## src/sv/aes128_counter_word_generator_macros.svh

```systemverilog
`ifndef AES128_COUNTER_WORD_GENERATOR_MACROS_SVH
`define AES128_COUNTER_WORD_GENERATOR_MACROS_SVH
// implication checked every edge outside reset
`define ACWG_ASSERT_IMP(label, rst, ante, cons, msg) \
   label: assert property (@(posedge clock) disable iff (rst) (ante) |-> (cons)) else $error(msg);
// next-cycle implication
`define ACWG_ASSERT_NXT(label, rst, ante, cons, msg) \
   label: assert property (@(posedge clock) disable iff (rst) (ante) |=> (cons)) else $error(msg);
`endif

```

## src/sv/acwg_pkg.sv

```systemverilog
package acwg_pkg;
   localparam int unsigned BlockBytes = 16;
   localparam int unsigned Rounds = 10;
   localparam int unsigned QueueDepth = 2;
   localparam logic [1:0] CSR_KEY_LOW = 2'd0;
   localparam logic [1:0] CSR_KEY_HIGH = 2'd1;
   localparam logic [1:0] CSR_COUNTER_START = 2'd2;

   typedef logic [8*BlockBytes-1:0] block_type;

   // front -> back job: counter for a new block, or a word from the current one
   typedef struct packed {
      logic        new_block;
      logic [63:0] counter;
      logic [1:0]  word_index;
   } job_type;

   function automatic logic [7:0] sbox(input logic [7:0] x);
      logic [7:0] t [256];
      t = '{
 8'h63,8'h7c,8'h77,8'h7b,8'hf2,8'h6b,8'h6f,8'hc5,8'h30,8'h01,8'h67,8'h2b,8'hfe,8'hd7,8'hab,8'h76,
 8'hca,8'h82,8'hc9,8'h7d,8'hfa,8'h59,8'h47,8'hf0,8'had,8'hd4,8'ha2,8'haf,8'h9c,8'ha4,8'h72,8'hc0,
 8'hb7,8'hfd,8'h93,8'h26,8'h36,8'h3f,8'hf7,8'hcc,8'h34,8'ha5,8'he5,8'hf1,8'h71,8'hd8,8'h31,8'h15,
 8'h04,8'hc7,8'h23,8'hc3,8'h18,8'h96,8'h05,8'h9a,8'h07,8'h12,8'h80,8'he2,8'heb,8'h27,8'hb2,8'h75,
 8'h09,8'h83,8'h2c,8'h1a,8'h1b,8'h6e,8'h5a,8'ha0,8'h52,8'h3b,8'hd6,8'hb3,8'h29,8'he3,8'h2f,8'h84,
 8'h53,8'hd1,8'h00,8'hed,8'h20,8'hfc,8'hb1,8'h5b,8'h6a,8'hcb,8'hbe,8'h39,8'h4a,8'h4c,8'h58,8'hcf,
 8'hd0,8'hef,8'haa,8'hfb,8'h43,8'h4d,8'h33,8'h85,8'h45,8'hf9,8'h02,8'h7f,8'h50,8'h3c,8'h9f,8'ha8,
 8'h51,8'ha3,8'h40,8'h8f,8'h92,8'h9d,8'h38,8'hf5,8'hbc,8'hb6,8'hda,8'h21,8'h10,8'hff,8'hf3,8'hd2,
 8'hcd,8'h0c,8'h13,8'hec,8'h5f,8'h97,8'h44,8'h17,8'hc4,8'ha7,8'h7e,8'h3d,8'h64,8'h5d,8'h19,8'h73,
 8'h60,8'h81,8'h4f,8'hdc,8'h22,8'h2a,8'h90,8'h88,8'h46,8'hee,8'hb8,8'h14,8'hde,8'h5e,8'h0b,8'hdb,
 8'he0,8'h32,8'h3a,8'h0a,8'h49,8'h06,8'h24,8'h5c,8'hc2,8'hd3,8'hac,8'h62,8'h91,8'h95,8'he4,8'h79,
 8'he7,8'hc8,8'h37,8'h6d,8'h8d,8'hd5,8'h4e,8'ha9,8'h6c,8'h56,8'hf4,8'hea,8'h65,8'h7a,8'hae,8'h08,
 8'hba,8'h78,8'h25,8'h2e,8'h1c,8'ha6,8'hb4,8'hc6,8'he8,8'hdd,8'h74,8'h1f,8'h4b,8'hbd,8'h8b,8'h8a,
 8'h70,8'h3e,8'hb5,8'h66,8'h48,8'h03,8'hf6,8'h0e,8'h61,8'h35,8'h57,8'hb9,8'h86,8'hc1,8'h1d,8'h9e,
 8'he1,8'hf8,8'h98,8'h11,8'h69,8'hd9,8'h8e,8'h94,8'h9b,8'h1e,8'h87,8'he9,8'hce,8'h55,8'h28,8'hdf,
 8'h8c,8'ha1,8'h89,8'h0d,8'hbf,8'he6,8'h42,8'h68,8'h41,8'h99,8'h2d,8'h0f,8'hb0,8'h54,8'hbb,8'h16};
      return t[x];
   endfunction

   function automatic logic [7:0] xtime(input logic [7:0] x);
      return {x[6:0], 1'b0} ^ (x[7] ? 8'h1b : 8'h00);
   endfunction

   // byte i of a block sits at bits [8i+7:8i]
   function automatic block_type aes_round(input block_type s, input block_type rk,
                                           input logic last);
      block_type sb, sr, mc;
      logic [7:0] a0, a1, a2, a3, al;
      for (int i = 0; i < 16; i++) sb[8*i +: 8] = sbox(s[8*i +: 8]);
      for (int c = 0; c < 4; c++)
         for (int r = 0; r < 4; r++)
            sr[8*(4*c+r) +: 8] = sb[8*(4*((c+r)%4)+r) +: 8];
      for (int c = 0; c < 4; c++) begin
         a0 = sr[8*(4*c) +: 8];
         a1 = sr[8*(4*c+1) +: 8];
         a2 = sr[8*(4*c+2) +: 8];
         a3 = sr[8*(4*c+3) +: 8];
         al = a0 ^ a1 ^ a2 ^ a3;
         mc[8*(4*c) +: 8] = a0 ^ al ^ xtime(a0 ^ a1);
         mc[8*(4*c+1) +: 8] = a1 ^ al ^ xtime(a1 ^ a2);
         mc[8*(4*c+2) +: 8] = a2 ^ al ^ xtime(a2 ^ a3);
         mc[8*(4*c+3) +: 8] = a3 ^ al ^ xtime(a3 ^ a0);
      end
      return (last ? sr : mc) ^ rk;
   endfunction

   // next round key from previous one; rk holds bytes in block order
   function automatic block_type next_round_key(input block_type rk, input logic [7:0] rc);
      block_type n;
      logic [31:0] t;
      t = {sbox(rk[103:96]), sbox(rk[127:120]), sbox(rk[119:112]),
           sbox(rk[111:104]) ^ rc};
      n[31:0] = rk[31:0] ^ t;
      n[63:32] = rk[63:32] ^ n[31:0];
      n[95:64] = rk[95:64] ^ n[63:32];
      n[127:96] = rk[127:96] ^ n[95:64];
      return n;
   endfunction

   function automatic logic [7:0] rcon(input logic [3:0] r);
      logic [7:0] v;
      case (r)
         4'd1: v = 8'h01;
         4'd2: v = 8'h02;
         4'd3: v = 8'h04;
         4'd4: v = 8'h08;
         4'd5: v = 8'h10;
         4'd6: v = 8'h20;
         4'd7: v = 8'h40;
         4'd8: v = 8'h80;
         4'd9: v = 8'h1b;
         4'd10: v = 8'h36;
         default: v = 8'h00;
      endcase
      return v;
   endfunction
endpackage

```

## src/sv/acwg_front.sv

```systemverilog
module acwg_front (
   input  logic                clock,
   input  logic                reset,
   input  logic                req_valid,
   output logic                req_stall,
   input  logic                req_request,
   input  logic                load_counter,
   input  logic [63:0]         load_value,
   output logic                job_valid,
   input  logic                job_ready,
   output acwg_pkg::job_type   job
);
   logic [63:0] counter_ff, counter_in;
   logic [1:0]  index_ff, index_in;
   logic        take;

   assign req_stall = !job_ready;
   assign take = req_valid && !req_stall && req_request;
   assign job_valid = req_valid && req_request;
   assign job.new_block = (index_ff == 2'd0);
   assign job.counter = counter_ff + 64'd1;
   assign job.word_index = index_ff;

   always_comb begin
      counter_in = counter_ff;
      index_in = index_ff;
      if (load_counter) begin
         counter_in = load_value;
         index_in = 2'd0;
      end else if (take) begin
         index_in = index_ff + 2'd1;
         if (index_ff == 2'd0) counter_in = counter_ff + 64'd1;
      end
   end

   always_ff @(posedge clock) begin
      if (reset) begin
         counter_ff <= '0;
         index_ff <= '0;
      end else begin
         counter_ff <= counter_in;
         index_ff <= index_in;
      end
   end
endmodule

```

## config.mk

```make
export PLATFORM = sky130hd
export DESIGN_NAME = acwg_front
export DESIGN_NICKNAME = d
export VERILOG_FILES = /design/src/sv/aes128_counter_word_generator_macros.svh /design/src/sv/acwg_pkg.sv /design/src/sv/acwg_front.sv
export SDC_FILE = /design/constraint.sdc
export NUM_CORES = 1
export LEC_CHECK = 0
export BUFFER_PORTS_ARGS = -buffer_cell sky130_fd_sc_hd__clkbuf_2
export CORE_MARGIN = 8
export CORE_UTILIZATION = 35
export CTS_CLUSTER_SIZE = 30
export DETAILED_ROUTE_END_ITERATION = 10
export SYNTH_ARGS = -nofsm -noshare
export SYNTH_HDL_FRONTEND = slang
export SYNTH_SLANG_ARGS = --single-unit
```

## constraint.sdc

```tcl
create_clock -name clock -period 4 [get_ports clock]
set_input_delay 0.6 -clock clock [delete_from_list [all_inputs] [get_ports clock]]
set_output_delay 0.6 -clock clock [all_outputs]
set_load 0.05 [all_outputs]
```

==> impl_metrics.ini, run 1 <==
[critical_path]
cp_max_fo = 9
max_stage_delay_ps = 490
r2r_slack_ps = 1200
crit_slowest_cell = or3_2
cp_top_family = simple AND/OR/NAND/NOR gates
cpMostUsedCell = nand3_2
arrival_ps = 2880
setup.worst_path.start_class = flip-flop
crit_required_ps = 3400
cp-startpoint = counter_ff[0]
path_class = reg -> out
worst-path-buf-inv = 2
path_cells = ha_1, nand3_2, nor2_2, buf_4, nand3_2, or3_2, xnor2_1, clkbuf_2
rr_startpoint = counter_ff[0]
crit_path_end_kind = output port

[sta]
rsz0062_at_grt = false
hold_slack_ps = 482
post-route-min-period_ps = 3480
slew_violations = 0
fin_crit_sh_pct = 87.0
fmax_ghz = 0.287
fin_skew_ps = 8.62
slew_headroom_pct = 32.5
worst_slack_ps = 519
setup_viol = 0
tns_ps = 0
hold_viol = 0
worst_pin_slew_ps = 1010

[clock_network]
path_clk_slew_ps = 60
numCtsBuffers = 9
cts_hold_buf = 0
ctsRootBufferMaster = clkbuf_16
htreeDepth = 3
post_cts_buffers = 0
clk_latency_ps = 340
clock_sink_count = 66
cts_resized = 0
clock_path_buffers = 2
cts_tree = yes

[power_and_ir_drop]
irDropWorstVdd_mv = 0.225
p_leak_nw = 2.52
finalPower_w = 0.00215
power_density_mw_per_mm2 = 343

[logic_synthesis]
syn_nets = 748
yosys_warnings = 0
yosys_most_used_dff = dfxtp_1
yosysUniqueCellTypes = 61
seq_area_frac_synth_pct = 25.4
yosys.area.top_type = dfxtp_1
synth_area_leaders = dfxtp_1 25%, xor2_1 9.2%, nor2_1 6.1%
synthArstFlopShare_pct = 0
synthCells = 676
synth_edf_count = 0
synth_top_cell_area_share_pct = 25.4
synth_area_mm2 = 0.00521
ys_seq_elements = 66
syn_avg_cell_area_um2 = 7.71

[floorplanning]
pin_count = 139
rows = 44
die_w_um = 138
initial_core_util_pct = 35.9
core-area_mm2 = 0.0145
dieArea_mm2 = 0.0190
die_y_um = 138

[grt]
grt_pass1_vias = 5385
antenna_found_initial = 0
grt_start_max_net_pins = 57
grt-ovfl-total = 0
grtUsageTotal_pct = 17.8
grt_pass1_wl_mm = 28.1

[hold_path]
min_from = load_value[9]
hp-class = in -> reg

[drt]
remaining_drc_errors = 0
drt_pass1_iterations = 4
wire_per_inst_um = 18.0
wl_mm = 17.5
ant_nets = 0
drtIter0Drc = 348
via_per_inst = 5.60
vias = 5449

[finish]
area_growth_syn_to_layout_pct = 20.4
layout_common_cells = 138 x clkbuf_2, 85 x nor2_1, 66 x dfxtp_1
final_nets = 856
final_common_cell = clkbuf_2
insertedDiodeCount = 0
drive_above_1_share_pct = 24.5

[place]
dp_hpwl_mm = 13.0
gp_congestion = 0.846
dp_slack_ps = 886
numPortBuffers = 138

[run_status]
status = finished, final reports clean

[flow_run]
max_cap_violations = 0
[cell families (layout without fill, tap and decap cells)]
| group | after synthesis | count (layout) | share of synthesized area (%) |
|---|---|---|---|
| compound gates | 104 | 104 | 14.1 |
| simple gates | 343 | 343 | 37.2 |
| fa+ha+maj | 2 | 2 | 0.480 |
| flops | 66 | 66 | 25.4 |
| buf+inv | 67 | 180 | 6.89 |
| xor+xnor | 88 | 88 | 14.8 |
| mux | 6 | 6 | 1.15 |
[layer usage]
layer / routed length (um) / track usage [%]
met1: 8210 / 23.5
met3: 1280 / 4.66
met4: 341 / 6.81
met2: 7660 / 27.0
met5: 0 / 0
[worst min-delay path, delay by kind of cell]
family                 cells  cell delay, ps
buffers and inverters      1              80
AND/OR/NAND/NOR            1              50
AO/OA/AOI/OAI              1              50
[final timing paths]
| check | endpoint | cells past startpoint |
|---|---|---|
| max reg2reg | counter_ff[42] | 6 |
| min reg2reg | counter_ff[63] | 2 |
| max | job[34] | 8 |
| min | counter_ff[9] | 3 |
[power by group]
| part | total, W | internal, W | switching, W |
|---|---|---|---|
| sequential | 0.000779 | 0.000702 | 0.0000763 |
| combinational | 0.000431 | 0.000130 | 0.000300 |
| clock | 0.000941 | 0.000628 | 0.000313 |
[Yosys cell counts (7+ instances only)]
cell / number
inv_1: 14
nand2_1: 56
a211oi_1: 16
clkbuf_1: 27
or3_1: 11
o21ai_0: 12
a311oi_1: 23
and3_1: 7
xnor2_1: 33
nor3_1: 32
a21oi_1: 20
nand3_1: 35
buf_4: 7
buf_2: 8
or4_1: 23
nand4_1: 29
dfxtp_1: 66
nor4_1: 16
xor2_1: 55
nor2_1: 85
o31ai_1: 18
[state kept, by name, summed over array words and instances, names as in the netlist]
name,cells
counter_ff,64
index_ff,2
[cell type report]
| cell class | instances | area [um2] |
|---|---|---|
| clock buffers | 12 | 246 |
| clock inverters | 4 | 98.8 |
| fillers | 1554 | 8260 |
| inverters | 14 | 52.6 |
| multi-input cells | 543 | 3530 |
| flip-flops and latches | 66 | 1320 |
| well taps | 184 | 230 |
| repair buffers | 150 | 793 |
[through the flow]
stage               area (um2)  std cells  util, %
floorplan                 5210        676        -
global placement          5930        957     40.8
detailed placement        5930        957     40.8
CTS                       6270        973     43.2
global route              6270        973     43.2
finish                    6270        973     43.2
Power figures use the tool's default switching activity.
==> run 2, diff against run 1 <==
==> constraint.sdc (replaced) <==
create_clock -name clock -period 4.1 [get_ports clock]
set_input_delay 0.615 -clock clock [delete_from_list [all_inputs] [get_ports clock]]
set_output_delay 0.615 -clock clock [all_outputs]
set_load 0.05 [all_outputs]
==> impl_metrics.ini, run 2 (synthesis results as in run 1) <==
[clock_network]
cts_hold_buf = 0
path_clk_slew_ps = 60
clk_latency_ps = 350
numCtsBuffers = 9
cts_resized = 0
clock_path_buffers = 2
clock_sink_count = 66
post_cts_buffers = 0
cts_tree = yes
htreeDepth = 3
ctsRootBufferMaster = clkbuf_16

[hold_path]
hp-class = in -> reg

[critical_path]
path_class = reg -> out
arrival_ps = 2870
cp_max_fo = 9
setup.worst_path.start_class = flip-flop
crit_path_end_kind = output port
crit_required_ps = 3480

[sta]
post-route-min-period_ps = 3480
fin_crit_sh_pct = 85.0
fin_skew_ps = 7.12
worst_slack_ps = 617
slew_violations = 0
setup_viol = 0
slew_headroom_pct = 43.3
tns_ps = 0
fmax_ghz = 0.287
rsz0062_at_grt = false
worst_pin_slew_ps = 843
hold_viol = 0

[drt]
drtIter0Drc = 370
wire_per_inst_um = 18.0
remaining_drc_errors = 0
via_per_inst = 5.58
ant_nets = 0
drt_pass1_iterations = 5
wl_mm = 17.6
vias = 5426

[finish]
insertedDiodeCount = 0
largest-register = counter_ff
largest_register_ffs = 64
final_util_pct = 42.8
final_nets = 856
area_growth_syn_to_layout_pct = 19.4
layout_common_cells = 138 x clkbuf_2, 85 x nor2_1, 66 x dfxtp_1
drive_above_1_share_pct = 24.7
top_regs = counter_ff x64, index_ff x2
final_common_cell = clkbuf_2
fill_cells = 1567

[power_and_ir_drop]
swShare_pct = 34.5
p_leak_nw = 2.49
p_sw_w = 0.000684
p_int_w = 0.00130
seqPwrFrac_pct = 38.3
irDropWorstVdd_mv = 0.212
power_frac_comb_pct = 21.1
power_density_mw_per_mm2 = 319
clkPwrFrac_pct = 40.6

[grt]
antenna_found_initial = 1
grt_pass1_wl_mm = 28.2
grt_pass1_vias = 5287
grtUsageTotal_pct = 18.0
grt_start_max_net_pins = 43
grt-ovfl-total = 0

[place]
dp_slack_ps = 988
gp_congestion = 0.833
dp_hpwl_mm = 13.2
numPortBuffers = 138

[floorplanning]
die_y_um = 138
die_w_um = 138
dieArea_mm2 = 0.0190
core-area_mm2 = 0.0145
initial_core_util_pct = 35.9
pin_count = 139
rows = 44

[flow_run]
max_cap_violations = 0

[run_status]
status = finished, final reports clean
## run 2: final cells by class
class | instances | area, um2 | area share (%)
clock buffer | 10 | 239 | 3.84
timing repair buffer | 150 | 781 | 12.6
tap | 184 | 230 | 3.70
clock inverter | 6 | 65.1 | 1.05
multi-input combinational | 543 | 3530 | 56.8
sequential | 66 | 1320 | 21.2
inverter | 14 | 52.6 | 0.845
## run 2: power by group through the flow
stage | sequential, W | clock (W) | combinational, W
detailed placement | 0.000772 | 0 | 0.000419
floorplan | 0.000737 | 0 | 0.000337
finish | 0.000760 | 0.000805 | 0.000418
global route | 0.000768 | 0.000848 | 0.000449
CTS | 0.000758 | 0.000819 | 0.000420
global placement | 0.000772 | 0 | 0.000419
## run 2: worst max-delay path, cell delays in order (launching register included)
cell and delay [ps]:
dfxtp_1 460, ha_1 290, nand3_2 230, nor2_2 140
buf_4 190, nand3_2 240, or3_2 490, xnor2_1 180
clkbuf_2 310
## run 2: metal layers
metal / GRT usage (%) / vias to the layer above / share of wire [%]
li1: - / 2701 / -
met1: 22.3 / 2498 / 45
met2: 28.3 / 200 / 45
met3: 6.88 / 25 / 8.2
met4: 4.98 / 2 / 1.5
met5: 0 / - / 0.046
## run 2: through the flow
step	cells	power [W]	instance area, um2	hold WS, ps
after floorplan	676	0.00107	5210	489
after global placement	957	0.00119	5920	518
after detailed placement	957	0.00119	5920	522
after CTS	973	0.00200	6220	484
after global routing	973	0.00206	6220	507
final	973	0.00198	6220	495
## run 2: final timing paths
check                      start        endpoint  slack, ps  cells after the start
setup / recovery   counter_ff[0]         job[34]        620                      8
hold / removal     load_value[8]   counter_ff[8]        490                      3
setup reg to reg   counter_ff[0]  counter_ff[42]       1280                      6
hold reg to reg   counter_ff[63]  counter_ff[63]        530                      2
