`config.mk`:
```
export PLATFORM = sky130hd
export DESIGN_NAME = acwg_queue
export DESIGN_NICKNAME = d
export VERILOG_FILES = /design/src/sv/acwg_pkg.sv /design/src/sv/acwg_queue.sv
export VERILOG_INCLUDE_DIRS = /design/src /design/src/sv
export SDC_FILE = /design/constraint.sdc
export NUM_CORES = 1
export LEC_CHECK = 0
export ABC_AREA = 1
export BUFFER_PORTS_ARGS = -buffer_cell sky130_fd_sc_hd__buf_2
export CORE_ASPECT_RATIO = 1.2
export CORE_MARGIN = 2
export CORE_UTILIZATION = 45
export DETAILED_ROUTE_END_ITERATION = 10
export PLACE_DENSITY = 0.8
export SYNTH_ARGS = -nofsm -noshare
export SYNTH_HDL_FRONTEND = slang
export SYNTH_SLANG_ARGS = --single-unit
```
`constraint.sdc`:
```
create_clock -name clock -period 4.9 [get_ports clock]
set_input_delay 0.98 -clock clock [delete_from_list [all_inputs] [get_ports clock]]
set_output_delay 0.98 -clock clock [all_outputs]
set_load 0.02 [all_outputs]
```
`src/sv/aes128_counter_word_generator_macros.svh`:
```
`ifndef AES128_COUNTER_WORD_GENERATOR_MACROS_SVH
`define AES128_COUNTER_WORD_GENERATOR_MACROS_SVH
// implication checked every edge outside reset
`define ACWG_ASSERT_IMP(label, rst, ante, cons, msg) \
   label: assert property (@(posedge clock) disable iff (rst) (ante) |-> (cons)) else $error(msg);
// next-cycle implication
`define ACWG_ASSERT_NXT(label, rst, ante, cons, msg) \
   label: assert property (@(posedge clock) disable iff (rst) (ante) |=> (cons)) else $error(msg);
`endif

```
`src/sv/acwg_pkg.sv`:
```
package acwg_pkg;
   localparam int unsigned BlockBytes = 16;
   localparam int unsigned Rounds = 10;
   localparam int unsigned QueueDepth = 2;
   localparam logic [1:0] CSR_KEY_LOW = 2'd0;
   localparam logic [1:0] CSR_KEY_HIGH = 2'd1;
   localparam logic [1:0] CSR_COUNTER_START = 2'd2;

   typedef logic [8*BlockBytes-1:0] block_type;

   // front -> back job: counter for a new block, or a word from the current one
   typedef struct packed {
      logic        new_block;
      logic [63:0] counter;
      logic [1:0]  word_index;
   } job_type;

   function automatic logic [7:0] sbox(input logic [7:0] x);
      logic [7:0] t [256];
      t = '{
 8'h63,8'h7c,8'h77,8'h7b,8'hf2,8'h6b,8'h6f,8'hc5,8'h30,8'h01,8'h67,8'h2b,8'hfe,8'hd7,8'hab,8'h76,
 8'hca,8'h82,8'hc9,8'h7d,8'hfa,8'h59,8'h47,8'hf0,8'had,8'hd4,8'ha2,8'haf,8'h9c,8'ha4,8'h72,8'hc0,
 8'hb7,8'hfd,8'h93,8'h26,8'h36,8'h3f,8'hf7,8'hcc,8'h34,8'ha5,8'he5,8'hf1,8'h71,8'hd8,8'h31,8'h15,
 8'h04,8'hc7,8'h23,8'hc3,8'h18,8'h96,8'h05,8'h9a,8'h07,8'h12,8'h80,8'he2,8'heb,8'h27,8'hb2,8'h75,
 8'h09,8'h83,8'h2c,8'h1a,8'h1b,8'h6e,8'h5a,8'ha0,8'h52,8'h3b,8'hd6,8'hb3,8'h29,8'he3,8'h2f,8'h84,
 8'h53,8'hd1,8'h00,8'hed,8'h20,8'hfc,8'hb1,8'h5b,8'h6a,8'hcb,8'hbe,8'h39,8'h4a,8'h4c,8'h58,8'hcf,
 8'hd0,8'hef,8'haa,8'hfb,8'h43,8'h4d,8'h33,8'h85,8'h45,8'hf9,8'h02,8'h7f,8'h50,8'h3c,8'h9f,8'ha8,
 8'h51,8'ha3,8'h40,8'h8f,8'h92,8'h9d,8'h38,8'hf5,8'hbc,8'hb6,8'hda,8'h21,8'h10,8'hff,8'hf3,8'hd2,
 8'hcd,8'h0c,8'h13,8'hec,8'h5f,8'h97,8'h44,8'h17,8'hc4,8'ha7,8'h7e,8'h3d,8'h64,8'h5d,8'h19,8'h73,
 8'h60,8'h81,8'h4f,8'hdc,8'h22,8'h2a,8'h90,8'h88,8'h46,8'hee,8'hb8,8'h14,8'hde,8'h5e,8'h0b,8'hdb,
 8'he0,8'h32,8'h3a,8'h0a,8'h49,8'h06,8'h24,8'h5c,8'hc2,8'hd3,8'hac,8'h62,8'h91,8'h95,8'he4,8'h79,
 8'he7,8'hc8,8'h37,8'h6d,8'h8d,8'hd5,8'h4e,8'ha9,8'h6c,8'h56,8'hf4,8'hea,8'h65,8'h7a,8'hae,8'h08,
 8'hba,8'h78,8'h25,8'h2e,8'h1c,8'ha6,8'hb4,8'hc6,8'he8,8'hdd,8'h74,8'h1f,8'h4b,8'hbd,8'h8b,8'h8a,
 8'h70,8'h3e,8'hb5,8'h66,8'h48,8'h03,8'hf6,8'h0e,8'h61,8'h35,8'h57,8'hb9,8'h86,8'hc1,8'h1d,8'h9e,
 8'he1,8'hf8,8'h98,8'h11,8'h69,8'hd9,8'h8e,8'h94,8'h9b,8'h1e,8'h87,8'he9,8'hce,8'h55,8'h28,8'hdf,
 8'h8c,8'ha1,8'h89,8'h0d,8'hbf,8'he6,8'h42,8'h68,8'h41,8'h99,8'h2d,8'h0f,8'hb0,8'h54,8'hbb,8'h16};
      return t[x];
   endfunction

   function automatic logic [7:0] xtime(input logic [7:0] x);
      return {x[6:0], 1'b0} ^ (x[7] ? 8'h1b : 8'h00);
   endfunction

   // byte i of a block sits at bits [8i+7:8i]
   function automatic block_type aes_round(input block_type s, input block_type rk,
                                           input logic last);
      block_type sb, sr, mc;
      logic [7:0] a0, a1, a2, a3, al;
      for (int i = 0; i < 16; i++) sb[8*i +: 8] = sbox(s[8*i +: 8]);
      for (int c = 0; c < 4; c++)
         for (int r = 0; r < 4; r++)
            sr[8*(4*c+r) +: 8] = sb[8*(4*((c+r)%4)+r) +: 8];
      for (int c = 0; c < 4; c++) begin
         a0 = sr[8*(4*c) +: 8];
         a1 = sr[8*(4*c+1) +: 8];
         a2 = sr[8*(4*c+2) +: 8];
         a3 = sr[8*(4*c+3) +: 8];
         al = a0 ^ a1 ^ a2 ^ a3;
         mc[8*(4*c) +: 8] = a0 ^ al ^ xtime(a0 ^ a1);
         mc[8*(4*c+1) +: 8] = a1 ^ al ^ xtime(a1 ^ a2);
         mc[8*(4*c+2) +: 8] = a2 ^ al ^ xtime(a2 ^ a3);
         mc[8*(4*c+3) +: 8] = a3 ^ al ^ xtime(a3 ^ a0);
      end
      return (last ? sr : mc) ^ rk;
   endfunction

   // next round key from previous one; rk holds bytes in block order
   function automatic block_type next_round_key(input block_type rk, input logic [7:0] rc);
      block_type n;
      logic [31:0] t;
      t = {sbox(rk[103:96]), sbox(rk[127:120]), sbox(rk[119:112]),
           sbox(rk[111:104]) ^ rc};
      n[31:0] = rk[31:0] ^ t;
      n[63:32] = rk[63:32] ^ n[31:0];
      n[95:64] = rk[95:64] ^ n[63:32];
      n[127:96] = rk[127:96] ^ n[95:64];
      return n;
   endfunction

   function automatic logic [7:0] rcon(input logic [3:0] r);
      logic [7:0] v;
      case (r)
         4'd1: v = 8'h01;
         4'd2: v = 8'h02;
         4'd3: v = 8'h04;
         4'd4: v = 8'h08;
         4'd5: v = 8'h10;
         4'd6: v = 8'h20;
         4'd7: v = 8'h40;
         4'd8: v = 8'h80;
         4'd9: v = 8'h1b;
         4'd10: v = 8'h36;
         default: v = 8'h00;
      endcase
      return v;
   endfunction
endpackage

```
`src/sv/acwg_queue.sv`:
```
module acwg_queue #(
   parameter int unsigned Depth = acwg_pkg::QueueDepth
) (
   input  logic              clock,
   input  logic              reset,
   input  logic              push,
   input  acwg_pkg::job_type push_data,
   output logic              not_full,
   output logic              not_empty,
   input  logic              pop,
   output acwg_pkg::job_type pop_data
);
   `include "aes128_counter_word_generator_macros.svh"
   localparam int unsigned AW = (Depth > 1) ? $clog2(Depth) : 1;
   acwg_pkg::job_type mem_ff [Depth];
   logic [AW-1:0] wr_ff, rd_ff;
   logic [AW:0]   count_ff;

   function automatic logic [AW-1:0] bump(input logic [AW-1:0] p);
      return (p == AW'(Depth - 1)) ? '0 : p + AW'(1);
   endfunction

   assign not_full = (count_ff != (AW+1)'(Depth));
   assign not_empty = (count_ff != '0);
   assign pop_data = mem_ff[rd_ff];

   always_ff @(posedge clock) begin
      if (push && not_full) mem_ff[wr_ff] <= push_data;
   end

   always_ff @(posedge clock) begin
      if (reset) begin
         wr_ff <= '0;
         rd_ff <= '0;
         count_ff <= '0;
      end else begin
         if (push && not_full) wr_ff <= bump(wr_ff);
         if (pop && not_empty) rd_ff <= bump(rd_ff);
         count_ff <= count_ff + (AW+1)'(push && not_full) - (AW+1)'(pop && not_empty);
      end
   end

   `ACWG_ASSERT_IMP(a_q_bound, reset, 1'b1, count_ff <= (AW+1)'(Depth), "queue overfilled")
   `ACWG_ASSERT_NXT(a_q_push_empty, reset, push && !not_empty && !pop, not_empty,
                    "pushed entry lost")
   `ACWG_ASSERT_NXT(a_q_hold, reset, not_empty && !pop && !push, $stable(count_ff),
                    "count moved while idle")
endmodule

```
==> summary.md, run 1 <==
| Metric | Value |
|---|---|
| Worst r2r dst | `mem_ff[0][5]$_DFFE_PP_` |
| Worst setup path class | `flop to output pin` |
| R2R cell count | `5` |
| Most frequent cells after synthesis | `edfxtp_1 (134), mux2_2 (37), mux2_4 (30)` |
| Post-CTS setup repair buffer count | `0` |
| Clock sinks | `139` |
| Hold Path Class | `flop to flop` |
| Max-cap viol count | `0` |
| RR Startpoint | `count_ff[0]$_SDFF_PP0_` |
| Final hold slack | `0.505 ns` |
| Routability cong. | `0.678` |
| Grt met2 use | `0.252` |
| Crit path capture type | `output pin` |
| Initial Util | `0.465` |
| Yosys top cell area share | `0.776` |
| WP buf/inv | `1` |
| Tightest Pin Transition | `1.14 ns` |
| Clock Skew | `0.00454 ns` |
| Clock slew seen by the registers of the worst setup and hold paths | `0.05 ns` |
| Setup_tns | `0 ns` |
| Crit start category | `flop` |
| Main combinational cell family by area after synthesis | `multiplexers` |
| WHS Path Cells | `2` |
| Row count | `42` |
| Netlist cell types | `15` |
| Post-placement worst setup slack | `2.05 ns` |
| Worst EP arrival | `2.09 ns` |
| Placed instance area | `6070 sq um` |
| Top delay family on crit path | `flip-flops` |
| DR WL/cell | `15.5 um` |
| Most area-hungry cell type in the Yosys netlist | `edfxtp_1` |
| Htree depth | `4` |
| Layout Nets | `469` |
| Port Buf Inserts | `139` |
| Status | `finished, final reports clean` |
| DR pass1 iterations | `4` |
| Cts bufs inserted | `17` |
| Worst path required time | `3.92 ns` |
| Vert. Die Dim | `122 um` |
| EDFF count, synth | `134` |
| Worst-case clock buffer depth | `2` |
| Register area share after synthesis | `0.796` |
| CP max stage cell | `dfxtp_4` |
| Tot Pwr | `3.91 mW` |
| Worst Min Path Start | `rd_ff$_SDFFE_PP0P_` |
| Area of the core | `11100 sq um` |
| Simple-Gate Fraction of Synth Area | `0.0142` |
| Hold buffer count at cts | `0` |
| Syn nets | `316` |
| Synthesized cell area | `5180 sq um` |
| RSZ-0062 raised after global routing | `false` |
| Gr ovfl total | `0` |
| Vias | `2701` |
| Ys async rst share | `0` |
| Worst-Skew Late Latency | `0.40 ns` |
| Placed instance count | `532` |
| Leak | `2.61 nW` |
| Diode count | `0` |
| Final core occ | `0.604` |
| FF+latch count, synth | `139` |
| P&R area growth vs syn | `29.8%` |
| CP Max Fanout | `67` |
| Area contributors post-synth | `edfxtp_1 (78%), mux2_4 (8.7%), mux2_2 (8.0%)` |
| Share of layout cells above drive strength 1 | `0.587` |
| Final period util | `0.627` |
| Total Wirelength | `8.74 mm` |
| PwrDens | `581 nW/um^2` |
| GRT Util Overall | `0.148` |
| Vias in the first global route | `2795` |
| Largest net degree at the start of global routing | `68` |
| Fin crit period | `3.07 ns` |
| CTS tree | `built` |
| Finish-stage setup viols | `0` |
| Post-route ant nets | `0` |
| Post-Synth Adder-Cell Area | `0.00241` |
| I/O pin count | `140` |
| Synth Instances | `244` |
| M3 GR Usage | `0.0643` |
| Most Crowded Layer GR | `met2` |
| Mux cell area share after synthesis | `0.167` |
| Maximum vdd drop | `371 uV` |
| Finished Cell Area | `6730 sq um` |
| Synth Area in Compound Gates | `0.00193` |
| Horiz. Die Dim | `102 um` |
| Worst path cell trace | `mux2_2 > buf_2` |
| Final hold violation count | `0` |
| Most common cell in the netlist | `edfxtp_1` |
| Setup WS post-layout | `1.83 ns` |
| Post-CTS resize count | `0` |
| Mean area per synthesized cell | `21.2 sq um` |
| Slew HR | `0.237` |
| Antenna violations before repair | `0` |
| R2R Setup Slk | `2.63 ns` |
| Non-Filler Instances | `563` |
| Yosys warns | `0` |
| Final Max Slew Viols | `0` |
| Max incr delay on CP | `1.02 ns` |
| FMAX | `0.326 GHz` |
| Ys flop type | `edfxtp_1` |
| Met1 Usage GRT | `0.162` |
| Detail Placement HPWL | `5.72 mm` |
| Vias per inst | `4.80` |
| First-pass GRT wire length | `13.3 mm` |
| Root buf cell | `clkbuf_16` |
| Die ar. | `12400 sq um` |
| Drt initial violations | `91` |
| Drt drc | `0` |
| XOR/XNOR Fraction of Synth Area | `0.00169` |
-- layer usage --
metal,vias to the layer above,share of wire
met4,0,0.016
met2,114,0.52
met5,-,0
met3,14,0.067
met1,1316,0.39
li1,1257,-
-- how the worst max path moves through the flow --
stage / start / slack, ns / to / depth (start not counted)
after floorplan: push / 0.46 / mem_ff[1][0]$_DFFE_PP_ / 2
after global placement: push / 2.12 / mem_ff[0][54]$_DFFE_PP_ / 4
after detailed placement: push / 2.05 / mem_ff[0][37]$_DFFE_PP_ / 4
after CTS: flop / 1.78 / pop_data[11] / 2
after global routing: flop / 1.72 / pop_data[11] / 2
final: flop / 1.83 / pop_data[11] / 2
-- cells by family after synthesis --
family,after synthesis
adders and majority gates,1
DFF,139
xor gates and xnor gates,1
buffers and inverters,15
AOI/OAI and AO/OA,2
muxes,67
and+or+nand+nor,19
-- layout by cell type (no fill, tap or decap), types with 2 or more instances in the layout --
cell type and n:
nand2_1 8, clkinv_2 3, bufinv_16 6, nor2_4 2, buf_12 2, clkbuf_1 2
mux2_4 30, inv_1 8, nor2_1 7, a21oi_1 2, dfxtp_1 4, buf_2 139
mux2_2 37, edfxtp_1 134, clkbuf_16 17, clkinv_4 3
-- power by group --
| part | total (mW) | switching, mW | internal (mW) |
|---|---|---|---|
| clock | 1.40 | 0.448 | 0.950 |
| combinational | 0.879 | 0.485 | 0.395 |
| sequential | 1.63 | 0.119 | 1.51 |
-- flip-flops by register name, indices dropped and copies added, names as in the netlist, named ones only --
register  count
wr_ff         1
rd_ff         1
count_ff      2
mem_ff      134
-- cell type report --
| class | count | area (sq um) |
|---|---|---|
| clock buffer | 19 | 433 |
| clock inverter | 12 | 221 |
| fill | 860 | 4410 |
| inverter | 8 | 30.0 |
| multi-input combinational | 90 | 987 |
| sequential | 139 | 4130 |
| tap | 154 | 193 |
| timing repair buffer | 141 | 736 |
-- worst reg2reg max path: stages, from the launching register on --
cell and delay (ns):
dfxtp_1 0.37, inv_1 0.05, nand2_1 0.09, nand2_1 0.20, nor2_4 0.92, buf_12 0.31
Power figures use the tool's default switching activity.
==> run 2: changes to the inputs <==
--- a/config.mk
+++ b/config.mk
@@ -12,7 +12,7 @@
 export CORE_MARGIN = 2
 export CORE_UTILIZATION = 45
 export DETAILED_ROUTE_END_ITERATION = 10
-export PLACE_DENSITY = 0.8
+export PLACE_DENSITY = 0.83
 export SYNTH_ARGS = -nofsm -noshare
 export SYNTH_HDL_FRONTEND = slang
 export SYNTH_SLANG_ARGS = --single-unit
==> constraint.sdc (replaced) <==
create_clock -name clock -period 2.55 [get_ports clock]
set_input_delay 0.51 -clock clock [delete_from_list [all_inputs] [get_ports clock]]
set_output_delay 0.51 -clock clock [all_outputs]
set_load 0.02 [all_outputs]
==> run 2 against run 1 <==
  * Cell count increased by 0.89%
  * Critical path depth increased by 1
  * Hold slack got worse by 0.22 ns
  * Setup slack got worse by 1.5 ns
  * Register-to-register slack got worse by 1.8 ns
  * Design area increased by 0.48%
  * Sequential share of layout area decreased by 0.30 points
  * Clock skew increased by 0.0049 ns
  * Critical path type unchanged
  * Global-route usage about the same
==> summary.md, run 2 (same netlist as run 1, synthesis figures left out) <==
| Metric | Value |
|---|---|
| Status | `finished, final reports clean` |
| Post-route ant nets | `0 (unchanged)` |
| Layout Nets | `473 (+0.85%)` |
| Commonest non-fill, non-tap cell in the layout | `buf_2` |
| Clock slew seen by the registers of the worst setup and hold paths | `0.06 ns (about the same)` |
| Post-placement worst setup slack | `0.674 ns (-1.37 ns)` |
| Post-CTS resize count | `0 (unchanged)` |
| Fin crit period | `2.27 ns` |
| Setup WS post-layout | `0.280 ns (-1.55 ns)` |
| Final Max Slew Viols | `0 (unchanged)` |
| Share of layout cells above drive strength 1 | `0.597 (+0.00982)` |
| Vias | `2695 (-0.22%)` |
| Detail Placement HPWL | `6.02 mm (+5.2%)` |
| Worst-Skew Late Latency | `0.41 ns (about the same)` |
| Cts bufs inserted | `17 (unchanged)` |
| Max-cap viol count | `0 (unchanged)` |
| Gr ovfl total | `0 (unchanged)` |
| Crit start category | `flop` |
| Clock sinks | `139 (unchanged)` |
| Vert. Die Dim | `122 um (unchanged)` |
| Drt initial violations | `118 (+30%)` |
| CP Max Fanout | `27 (-60%)` |
| Initial Util | `0.465 (unchanged)` |
| Clock Skew | `0.00942 ns (+0.00489 ns)` |
| Tightest Pin Transition | `0.427 ns (-0.714 ns)` |
| Worst Min Path Start | `reset` |
| RR Startpoint | `count_ff[0]$_SDFF_PP0_` |
| Leak | `2.62 nW (+0.11%)` |
| Grt met2 use | `0.262 (+0.00946)` |
| DR pass1 iterations | `4 (unchanged)` |
| Non-Filler Instances | `568 (+0.89%)` |
| Largest net degree at the start of global routing | `43 (-37%)` |
| Worst EP arrival | `1.76 ns (-0.33 ns)` |
| FMAX | `0.441 GHz` |
| P&R area growth vs syn | `30.4%` |
| Drt drc | `0 (unchanged)` |
| Worst path required time | `2.04 ns (-1.88 ns)` |
| First-pass GRT wire length | `13.4 mm (+0.93%)` |
| Root buf cell | `clkbuf_16` |
| Placed instance count | `536 (+0.75%)` |
| Hold EP | `count_ff[0]$_SDFF_PP0_` |
| Worst setup path class | `flop to output pin` |
| Maximum vdd drop | `735 uV (+98%)` |
| Hold buffer count at cts | `0 (unchanged)` |
| Port Buf Inserts | `139 (unchanged)` |
| Vias per inst | `4.74 (-1.1%)` |
| GRT Util Overall | `0.148 (+0.000232)` |
| Most frequent cells in the layout | `buf_2 (139), edfxtp_1 (134), mux2_2 (37)` |
| Total Wirelength | `8.96 mm (+2.6%)` |
| Hold Path Class | `input port to flop` |
| Antenna violations before repair | `1 (+1)` |
| Row count | `42 (unchanged)` |
| Crit path capture type | `output pin` |
| Most flops, register | `mem_ff` |
| Final hold violation count | `0 (unchanged)` |
| Final period util | `0.890` |
| Top flop regs | `mem_ff: 134 flops, count_ff: 2 flops` |
| Horiz. Die Dim | `102 um (unchanged)` |
| Diode count | `0 (unchanged)` |
| I/O pin count | `140 (unchanged)` |
| Finish-stage setup viols | `0 (unchanged)` |
| Vias in the first global route | `2824 (+1.0%)` |
| RSZ-0062 raised after global routing | `false` |
| WHS Path Cells | `2 (unchanged)` |
| DR WL/cell | `15.8 um (+1.7%)` |
| Met1 Usage GRT | `0.157 (-0.00513)` |
| Routability cong. | `0.673 (-0.72%)` |
| Worst-case clock buffer depth | `2 (unchanged)` |
| Area of the core | `11100 sq um (unchanged)` |
| M3 GR Usage | `0.0631 (-0.00115)` |
| Die ar. | `12400 sq um (unchanged)` |
| Slew HR | `0.714 (+0.477)` |
| R2R cell count | `5 (unchanged)` |
| Htree depth | `4 (unchanged)` |
| Max reg flops | `134 (unchanged)` |
| Post-CTS setup repair buffer count | `0 (unchanged)` |
| PwrDens | `1090 nW/um^2 (+88%)` |
| Most Crowded Layer GR | `met2` |
| CTS tree | `built` |
| Worst r2r dst | `mem_ff[0][63]$_DFFE_PP_` |
| R2R Setup Slk | `0.81 ns (-1.82 ns)` |
==> run 2: per-layer routing <==
| metal | part of all wire | wire length [um] |
|---|---|---|
| met5 | 0.0015 | 13 |
| met4 | 0.013 | 116 |
| met3 | 0.068 | 614 |
| met2 | 0.53 | 4760 |
| met1 | 0.39 | 3460 |
==> run 2: worst max-delay path by stage <==
| stage | cells after the start | end | startpoint | slack, ns |
|---|---|---|---|---|
| floorplan | 4 | mem_ff[1][0]$_DFFE_PP_ | count_ff[0]$_SDFF_PP0_ | -0.41 |
| global placement | 3 | pop_data[64] | flop | 0.68 |
| detailed placement | 3 | pop_data[64] | flop | 0.67 |
| CTS | 3 | pop_data[64] | flop | 0.24 |
| global route | 3 | pop_data[63] | flop | 0.19 |
| finish | 3 | pop_data[49] | flop | 0.28 |
==> run 2: critical path: stages (launching register included) <==
cell and delay (ns):
dfxtp_4 0.59, buf_12 0.26, mux2_4 0.32, buf_2 0.16
==> run 2: power by group <==
group | total [mW] | switching, mW | internal, mW
sequential | 3.04 | 0.137 | 2.90
clock | 2.54 | 0.874 | 1.66
combinational | 1.82 | 1.03 | 0.790
==> run 2: metrics by stage <==
| step | instance area (sq um) | hold slack, ns | utilization | power (mW) | TNS, ns |
|---|---|---|---|---|---|
| after floorplan | 5190 | 0.467 | - | 4.35 | -53.30 |
| after global placement | 6130 | 0.481 | 0.550 | 4.88 | 0 |
| after detailed placement | 6130 | 0.491 | 0.550 | 4.94 | 0 |
| after CTS | 6760 | 0.270 | 0.607 | 7.49 | 0 |
| after global routing | 6760 | 0.265 | 0.607 | 7.70 | 0 |
| final | 6760 | 0.288 | 0.607 | 7.40 | 0 |
==> run 2: layout make-up <==
type,instances,area [sq um]
Fill cell,854,4380
Timing Repair Buffer,145,791
Sequential cell,139,4130
Multi-Input combinational cell,90,987
Tap cell,154,193
Clock inverter,10,138
Inverter,8,30.0
Clock buffer,22,494
